--- src/rtl/gsa_pkg.sv ---
// Shared types for the generational slot allocator: opcodes, states, control structs.
package gsa_pkg;

  typedef enum logic [1:0] {
    OP_CREATE  = 2'd0,
    OP_DESTROY = 2'd1,
    OP_CHECK   = 2'd2,
    OP_QUERY   = 2'd3
  } op_t;

  typedef enum logic [2:0] {
    ST_IDLE,
    ST_DISPATCH,
    ST_RD_STACK,
    ST_POP,
    ST_RD_GEN,
    ST_EXEC,
    ST_RESP
  } state_t;

  // controller -> datapath
  typedef struct packed {
    logic capture;   // latch the request
    logic pop;       // take the stack top as the working slot
    logic fresh;     // allocate the next fresh slot
    logic fail;      // build a failure / invalid-handle result
    logic exec;      // generation read is back: finish the op
    logic load_out;  // move the result into the output register
  } cmd_t;

  // datapath -> controller
  typedef struct packed {
    op_t  op;
    logic stack_empty;
    logic fresh_avail;
    logic in_range;
    logic out_free;
  } sts_t;

endpackage

--- src/rtl/gsa_ctrl.sv ---
// Sequencer for the allocator: steps each request through its memory reads.
module gsa_ctrl (
  input  logic          clk,
  input  logic          rst,
  input  logic          in_valid,
  output logic          in_ready,
  input  gsa_pkg::sts_t sts,
  output gsa_pkg::cmd_t cmd
);

  gsa_pkg::state_t state, state_next;

  always_ff @(posedge clk) begin
    if (rst) begin
      state <= gsa_pkg::ST_IDLE;
    end else begin
      state <= state_next;
    end
  end

  always_comb begin
    state_next = state;
    cmd        = '0;
    in_ready   = 1'b0;
    case (state)
      gsa_pkg::ST_IDLE: begin
        in_ready = 1'b1;
        if (in_valid) begin
          cmd.capture = 1'b1;
          state_next  = gsa_pkg::ST_DISPATCH;
        end
      end
      gsa_pkg::ST_DISPATCH: begin
        if (sts.op == gsa_pkg::OP_CREATE) begin
          if (!sts.stack_empty) begin
            state_next = gsa_pkg::ST_RD_STACK;
          end else if (sts.fresh_avail) begin
            cmd.fresh  = 1'b1;
            state_next = gsa_pkg::ST_RESP;
          end else begin
            cmd.fail   = 1'b1;
            state_next = gsa_pkg::ST_RESP;
          end
        end else if (sts.in_range) begin
          state_next = gsa_pkg::ST_RD_GEN;
        end else begin
          cmd.fail   = 1'b1;
          state_next = gsa_pkg::ST_RESP;
        end
      end
      gsa_pkg::ST_RD_STACK: state_next = gsa_pkg::ST_POP;
      gsa_pkg::ST_POP: begin
        cmd.pop    = 1'b1;
        state_next = gsa_pkg::ST_RD_GEN;
      end
      gsa_pkg::ST_RD_GEN: state_next = gsa_pkg::ST_EXEC;
      gsa_pkg::ST_EXEC: begin
        cmd.exec   = 1'b1;
        state_next = gsa_pkg::ST_RESP;
      end
      gsa_pkg::ST_RESP: begin
        if (sts.out_free) begin
          cmd.load_out = 1'b1;
          state_next   = gsa_pkg::ST_IDLE;
        end
      end
      default: state_next = gsa_pkg::ST_IDLE;
    endcase
  end

endmodule

--- config.mk ---
export PLATFORM = sky130hd
export DESIGN_NAME = gsa_ctrl
export DESIGN_NICKNAME = d
export VERILOG_FILES = /design/src/rtl/gsa_pkg.sv /design/src/rtl/gsa_ctrl.sv
export SDC_FILE = /design/constraint.sdc
export NUM_CORES = 1
export LEC_CHECK = 0
export BUFFER_PORTS_ARGS = -buffer_cell sky130_fd_sc_hd__buf_2
export CAP_MARGIN = 5
export CORE_AREA = 2 2 39 41
export CTS_CLUSTER_SIZE = 10
export DETAILED_ROUTE_END_ITERATION = 6
export DIE_AREA = 0 0 41 43
export RECOVER_POWER = 100
export REMOVE_ABC_BUFFERS = 1
export SLEW_MARGIN = 10
export SYNTH_ARGS = -nofsm -noshare
export SYNTH_HDL_FRONTEND = slang
export SYNTH_SLANG_ARGS = --single-unit
--- constraint.sdc ---
create_clock -name clk -period 2.3 [get_ports clk]
set_input_delay 0.345 -clock clk [delete_from_list [all_inputs] [get_ports clk]]
set_output_delay 0.345 -clock clk [all_outputs]
set_load 0.01 [all_outputs]
Word level (Yosys, flattened, before mapping). Cells that the tools add are included.

Register bits: 3. Output and inout bits: 7.

Equality and inequality tests: 8. Mux-type cells: 20. Reduce and logical (&&, ||, !) cells: 3.

Operator list (count): 3-bit case mux with 7 select lines (1); 1-bit two-way mux (12); 3-bit two-way mux (4); 3-bit == test, second input constant (3); 3-bit by 2-bit == test with 1-bit output, second input constant (2); 2-bit two-way mux (3); 2-bit inequality test, second input constant (2); 3-bit by 1-bit == test with 1-bit output, second input constant (1); 3-bit logical NOT (1); 2-bit logical NOT (1); 2-bit AND reduction (1).

Logic depth before layout (Yosys ltp). Gate-level depths: netlist of the first run.

Word-level depth: 4. Depth in mapped cells: 4.

Least setup slack after synthesis of the first run. OpenSTA, ideal clock, no wires.

Path type: register to output. From: register state[2]. To: output port cmd[5] in the netlist's numbering. Arrival time: 1001 ps. Required time: 1955 ps. Path slack: 954 ps. Stages on the path, launching flop included: 4. Cell sequence: dfxtp_1 > buf_4 > nor3_1 > and2_1.

RTL lines: start, declared (RTL line gsa_ctrl.sv:11) `gsa_pkg::state_t state, state_next;`; start signal, assigned (RTL line gsa_ctrl.sv:15) `state <= gsa_pkg::ST_IDLE;`; start signal, assigned (RTL line gsa_ctrl.sv:17) `state <= state_next;`; end, declared (RTL line gsa_ctrl.sv:8) `output gsa_pkg::cmd_t cmd`.

==> results_dict.tcl, run 1 <==
set metrics [dict create \
    cts-htree-levels 1 \
    die_y_microns 43 \
    synth_sequential_area_ratio_pct 25.0 \
    timing.reg2reg.setup_slack_ns 1.26 \
    drt.antenna.violating_nets 0 \
    cts.repair.resized 0 \
    grt-ovfl-total 0 \
    slowest_delay_ns 0.47 \
    cts_sinks 3 \
    maximum_vdd_drop_v 0.000132 \
    insertedDiodeCount 0 \
    critPathArrivalTime_ns 1.35 \
    setup_tns_ns 0 \
    worstPathRequired_ns 1.96 \
    total_power_after_layout_mw 0.207 \
    post_synth.cell_area_avg_sq_um 7.75 \
    fmax_ghz 0.592 \
    detailedRoute.firstPassIterationCount 4 \
    fin_crit_ns 1.69 \
    setup.worst_path.start_class "flip-flop" \
    worst-setup-path-type "flip-flop to output port" \
    yosysWarnings 0 \
    clkLatencyLatePin_ns 0.23 \
    detail_route.iter0.violations 7 \
    std_cell_rows 14 \
    rr_startpoint "state[1]" \
    io_pins 16 \
    final.period_utilization_pct 73.5 \
    setup.worst_path.end_class "output port" \
    globalRouteMet2Util_pct 9.38 \
    rsz_0062_raised_after_global_routing "false" \
    grtUsageMet1_pct 10.3 \
    power.density_mw_per_mm2 648 \
    whs_ns 0.307 \
    fin_skew_ns 0.00231 \
    setup.worst_path.start "state[0]" \
    postRouteWirelength_microns 608 \
    max_ffs_per_register 3 \
    timing.final.max_slew_violations 0 \
    dpl.hpwl_microns 479 \
    final_cell_mix "sky130_fd_sc_hd__buf_2, sky130_fd_sc_hd__clkbuf_1" \
    clock_transition_at_the_register_clock_pins_on_the_worst_setup_and_hold_paths_after_cts_ns 0.04 \
    postCtsSetupRepairBufs 0 \
    first_pass_grt_wire_length_microns 903 \
    critPathSlowestCell "sky130_fd_sc_hd__dfxtp_1" \
    post-place-cells 59 \
    num-nets-final 57 \
    largest_net_degree_at_the_start_of_global_routing 11 \
    outcome "completed" \
    report.final.hold_viol_count 0 \
    worst-r2r-cell-count 3 \
    port_buffer_count 15 \
    area_growth_syn_to_layout_pct 32.8 \
    post_synth_inst_count 31 \
    initial_antenna_violation_count 0 \
    regMostFlops "state" \
    first_global_vias 230 \
    static-leakage-power_nw 0.127 \
    floorplan.initialDensity_pct 17.4 \
    dieWidth_microns 41 \
    avgViaCountPerCell 4.48 \
    cp-endpoint "cmd[3]" \
    cts-root-buf "sky130_fd_sc_hd__clkbuf_4" \
    worstReg2RegEnd "state[2]" \
    worst_hold_path_type "primary input to flip-flop" \
    crit_path_cell_trace "nor3b_1, and4_1, clkbuf_1" \
    grt-busiest-layer "met1" \
    layout.filler_cells 167 \
    floorplan.core_area_sq_mm 0.00138 \
    detail_route.drc_violations 0 \
    timing.max_slew.rel_slack_pct 78.0 \
    cts-buffers-inserted 3 \
    route.detailed.wl_per_inst_microns 9.65 \
    yosys_register_bits 3 \
    stdcell_count 63 \
    tritoncts "done" \
    cts_max_path_buffers 2 \
    gr-usage-all-layers_pct 7.72 \
    num_vias 282 \
    layout_commonest_cell "sky130_fd_sc_hd__buf_2" \
    mappedNetlistArea_sq_um 240 \
    groute.layer.met3.usage_pct 3.14 \
    gp_congestion 0.785 \
    die-area_sq_mm 0.00176 \
    largestRegisters "state (3)" \
    number_of_setup_violations_in_the_final_report 0 \
    cap_viol_max_count 0 \
    fraction_of_final_layout_cells_sized_beyond_drive_strength_1_pct 25.5 \
    holdBufCountCts 0 \
    critical_path_peak_fanout 10 \
    tightest_slew_ns 0.322 \
    post_synth_num_cell_types 20 \
]
-- through the flow --
stage | setup WS, ns | cell area (sq um) | utilization (%)
3_5_place_dp | 0.863 | 309 | 22.3
6_report | 0.609 | 319 | 23.1
3_3_place_gp | 0.911 | 309 | 22.3
2_1_floorplan | 1.01 | 214 | -
5_1_grt | 0.465 | 319 | 23.1
4_1_cts | 0.608 | 335 | 24.2
-- power by group --
part           leakage, nW  internal (mW)  switching (mW)
registers           0.0247         0.0582          0.0126
clock network       0.0150         0.0650          0.0263
logic               0.0876         0.0217          0.0228
total                0.127          0.145          0.0617
-- how the worst min path moves through the flow --
stage                     from       end  slack [ns]  depth (start not counted)
after global placement     rst  state[2]        0.55                          2
after floorplan            rst  state[1]        0.41                          1
after CTS                  rst  state[2]        0.30                          2
after detailed placement   rst  state[2]        0.54                          2
final                      rst  state[2]        0.31                          2
after global routing       rst  state[2]        0.31                          2
-- final cells by class --
type	count	area, sq um	area share, %
tap	16	20.0	6.27
timing repair buffer	15	67.6	21.2
inverter	2	7.51	2.35
clock buffer	4	26.3	8.24
sequential	3	60.1	18.8
multi-input combinational	23	138	43.1
-- metal layers --
metal | up-vias | part of all wire, %
met4 | 0 | 0
met3 | 0 | 8.4
met5 | - | 0
li1 | 145 | -
met1 | 124 | 48
met2 | 13 | 43
-- worst max-delay path, delay by kind of cell (launching register included) --
kind | cells | cell delay (ns)
buf+inv | 1 | 0.15
flops | 1 | 0.47
simple gates | 2 | 0.50
-- cell usage after synthesis --
cell type	instances	share of area, %
sky130_fd_sc_hd__nand3b_1	1	3.1
sky130_fd_sc_hd__buf_6	1	4.7
sky130_fd_sc_hd__a2111oi_1	1	4.2
sky130_fd_sc_hd__and2_1	1	2.6
sky130_fd_sc_hd__o21a_1	1	3.1
sky130_fd_sc_hd__o21ai_0	1	2.1
sky130_fd_sc_hd__a21oi_1	2	4.2
sky130_fd_sc_hd__and4_1	1	3.6
sky130_fd_sc_hd__o311ai_0	1	3.6
sky130_fd_sc_hd__inv_1	2	3.1
sky130_fd_sc_hd__nor2_1	3	4.7
sky130_fd_sc_hd__nor4b_1	1	3.6
sky130_fd_sc_hd__buf_4	2	6.2
sky130_fd_sc_hd__o41ai_2	1	6.8
sky130_fd_sc_hd__and3_1	1	2.6
sky130_fd_sc_hd__nor3b_1	1	3.1
sky130_fd_sc_hd__nand2_1	3	4.7
sky130_fd_sc_hd__dfxtp_1	3	25
sky130_fd_sc_hd__or2_1	1	2.6
sky130_fd_sc_hd__nor3_1	3	6.2
-- cell families (layout without fill, tap and decap cells) --
family / after synthesis / in the layout / synth area share (%)
flip-flops: 3 / 3 / 25.0
AO/OA/AOI/OAI: 7 / 7 / 24.0
buffers and inverters: 5 / 21 / 14.1
AND/OR/NAND/NOR: 16 / 16 / 37.0
No activity file was read; power rests on OpenSTA's default activity.
==> run 2: changes to the inputs <==
==> constraint.sdc (replaced) <==
create_clock -name clk -period 1.4 [get_ports clk]
set_input_delay 0.21 -clock clk [delete_from_list [all_inputs] [get_ports clk]]
set_output_delay 0.21 -clock clk [all_outputs]
set_load 0.01 [all_outputs]
==> run 2 against run 1 <==
Sequential power up 65%. Cell count up 1.6%. Clock power up 80%. Utilization up 2.2 points. Via count up 0.71%. Combinational power up 90%. Critical path depth unchanged. Worst setup slack worse by 0.54 ns. Largest power group unchanged.
==> results_dict.tcl, run 2 (synthesis results as in run 1) <==
set metrics [dict create \
    final.period_utilization_pct 95.2 \
    max_ffs_per_register 3 \
    cts-root-buf "sky130_fd_sc_hd__clkbuf_4" \
    std_cell_rows 14 \
    first_pass_grt_wire_length_microns 1030 \
    static-leakage-power_nw 0.152 \
    worstReg2RegEnd "state[2]" \
    timing.final.max_slew_violations 0 \
    timing.reg2reg.setup_slack_ns 0.38 \
    worst_hold_path_type "primary input to flip-flop" \
    setup_tns_ns 0 \
    cp-endpoint "cmd[3]" \
    detail_route.iter0.violations 7 \
    rsz_0062_raised_after_global_routing "false" \
    cap_viol_max_count 0 \
    num_vias 284 \
    regMostFlops "state" \
    final_cell_mix "sky130_fd_sc_hd__buf_2, sky130_fd_sc_hd__clkbuf_1, sky130_fd_sc_hd__nand2_1, sky130_fd_sc_hd__nor2_1, sky130_fd_sc_hd__clkbuf_4" \
    worst-setup-path-type "flip-flop to output port" \
    avgViaCountPerCell 4.44 \
    floorplan.core_area_sq_mm 0.00138 \
    grt-ovfl-total 0 \
    clkLatencyLatePin_ns 0.24 \
    floorplan.initialDensity_pct 17.4 \
    critPathArrivalTime_ns 1.12 \
    report.final.hold_viol_count 0 \
    dieWidth_microns 41 \
    setup.worst_path.end_class "output port" \
    power.density_mw_per_mm2 1050 \
    maximum_vdd_drop_v 0.000350 \
    drt.antenna.violating_nets 0 \
    timing.max_slew.rel_slack_pct 74.5 \
    post-route-worst-setup-slack_ns 0.0674 \
    postRouteWirelength_microns 637 \
    stdcell_count 64 \
    tightest_slew_ns 0.372 \
    number_of_setup_violations_in_the_final_report 0 \
    setup.worst_path.start "state[1]" \
    post-place-cells 60 \
    largestRegisters "state (3)" \
    die_y_microns 43 \
    initial_antenna_violation_count 0 \
    worstPathRequired_ns 1.19 \
    clock_transition_at_the_register_clock_pins_on_the_worst_setup_and_hold_paths_after_cts_ns 0.04 \
    die-area_sq_mm 0.00176 \
    gp_congestion 0.754 \
    fin_skew_ns 0.00674 \
    num-nets-final 58 \
    whs_ns 0.143 \
    cts-buffers-inserted 3 \
    setup.worst_path.start_class "flip-flop" \
    port_buffer_count 15 \
    postCtsSetupRepairBufs 0 \
    area_growth_syn_to_layout_pct 45.3 \
    outcome "completed" \
    cts_sinks 3 \
    fmax_ghz 0.750 \
    cts_max_path_buffers 2 \
    io_pins 16 \
    detail_route.drc_violations 0 \
    fraction_of_final_layout_cells_sized_beyond_drive_strength_1_pct 43.8 \
    pre_cts_slack_ns 0.203 \
    cts-htree-levels 1 \
    layout_commonest_cell "sky130_fd_sc_hd__buf_2" \
    first_global_vias 256 \
    critical_path_peak_fanout 9 \
    holdBufCountCts 0 \
    route.detailed.wl_per_inst_microns 9.95 \
    fin_crit_ns 1.33 \
    rr_startpoint "state[1]" \
    insertedDiodeCount 0 \
    dpl.hpwl_microns 497 \
    largest_net_degree_at_the_start_of_global_routing 11 \
    detailedRoute.firstPassIterationCount 4 \
    tritoncts "done" \
    worst-r2r-cell-count 3 \
    gr-usage-all-layers_pct 9.43 \
]
-- run 2: cell count changes in the layout (fill, tap and decap cells not counted) --
cell | before | now
sky130_fd_sc_hd__and2_0 | 1 | 0
sky130_fd_sc_hd__and2_1 | 0 | 1
sky130_fd_sc_hd__buf_2 | 9 | 10
sky130_fd_sc_hd__buf_4 | 0 | 1
sky130_fd_sc_hd__clkbuf_1 | 7 | 4
sky130_fd_sc_hd__clkbuf_2 | 0 | 2
sky130_fd_sc_hd__dfxtp_1 | 3 | 0
sky130_fd_sc_hd__dfxtp_2 | 0 | 1
sky130_fd_sc_hd__dfxtp_4 | 0 | 2
sky130_fd_sc_hd__nor3_1 | 3 | 2
sky130_fd_sc_hd__nor3_2 | 0 | 1
sky130_fd_sc_hd__nor3b_1 | 1 | 0
sky130_fd_sc_hd__nor3b_2 | 0 | 1
-- run 2: power breakdown --
group          leakage, nW  switching [mW]  internal, mW
clock               0.0150          0.0565         0.108
combinational        0.111          0.0414        0.0432
sequential          0.0264          0.0194        0.0971
-- run 2: worst max-delay path: stages, from the launching register on --
cell and delay [ns]:
sky130_fd_sc_hd__dfxtp_4 0.37, sky130_fd_sc_hd__nor3b_2 0.20, sky130_fd_sc_hd__and4_1 0.19, sky130_fd_sc_hd__buf_2 0.12
-- run 2: cell type report --
| type | count | area [sq um] |
|---|---|---|
| clock buffer | 4 | 26.3 |
| fill | 160 | 1030 |
| inverter | 2 | 7.51 |
| multi-input combinational | 23 | 148 |
| sequential | 3 | 68.8 |
| tap | 16 | 20.0 |
| timing repair buffer | 16 | 78.8 |
-- run 2: metrics by stage --
| stage | area, sq um | power (mW) | util, % |
|---|---|---|---|
| 2_1_floorplan | 214 | 0.159 | - |
| 3_3_place_gp | 317 | 0.203 | 22.9 |
| 3_5_place_dp | 317 | 0.202 | 22.9 |
| 4_1_cts | 354 | 0.380 | 25.6 |
| 5_1_grt | 349 | 0.395 | 25.2 |
| 6_report | 349 | 0.365 | 25.2 |
-- run 2: timing repair --
item                       CTS  global route
pin swaps                    0             4
hold endpoints to repair     0             0
setup endpoints to repair    3             3
gates resized for setup      3             4
-- run 2: how the worst min path moves through the flow --
stage / to / from / slack [ns] / depth (start not counted)
after floorplan: state[1] / rst / 0.28 / 1
after global placement: state[2] / rst / 0.41 / 2
after detailed placement: state[1] / rst / 0.41 / 2
after CTS: state[1] / rst / 0.14 / 2
after global routing: state[1] / rst / 0.15 / 2
final: state[1] / rst / 0.14 / 2
-- run 2: metal layers --
metal,global-route usage (%),vias to the layer above,wire [microns]
met3,5.24,2,93
li1,-,148,-
met1,11.5,115,282
met4,10.0,0,22
met5,0,-,0
met2,10.3,19,238
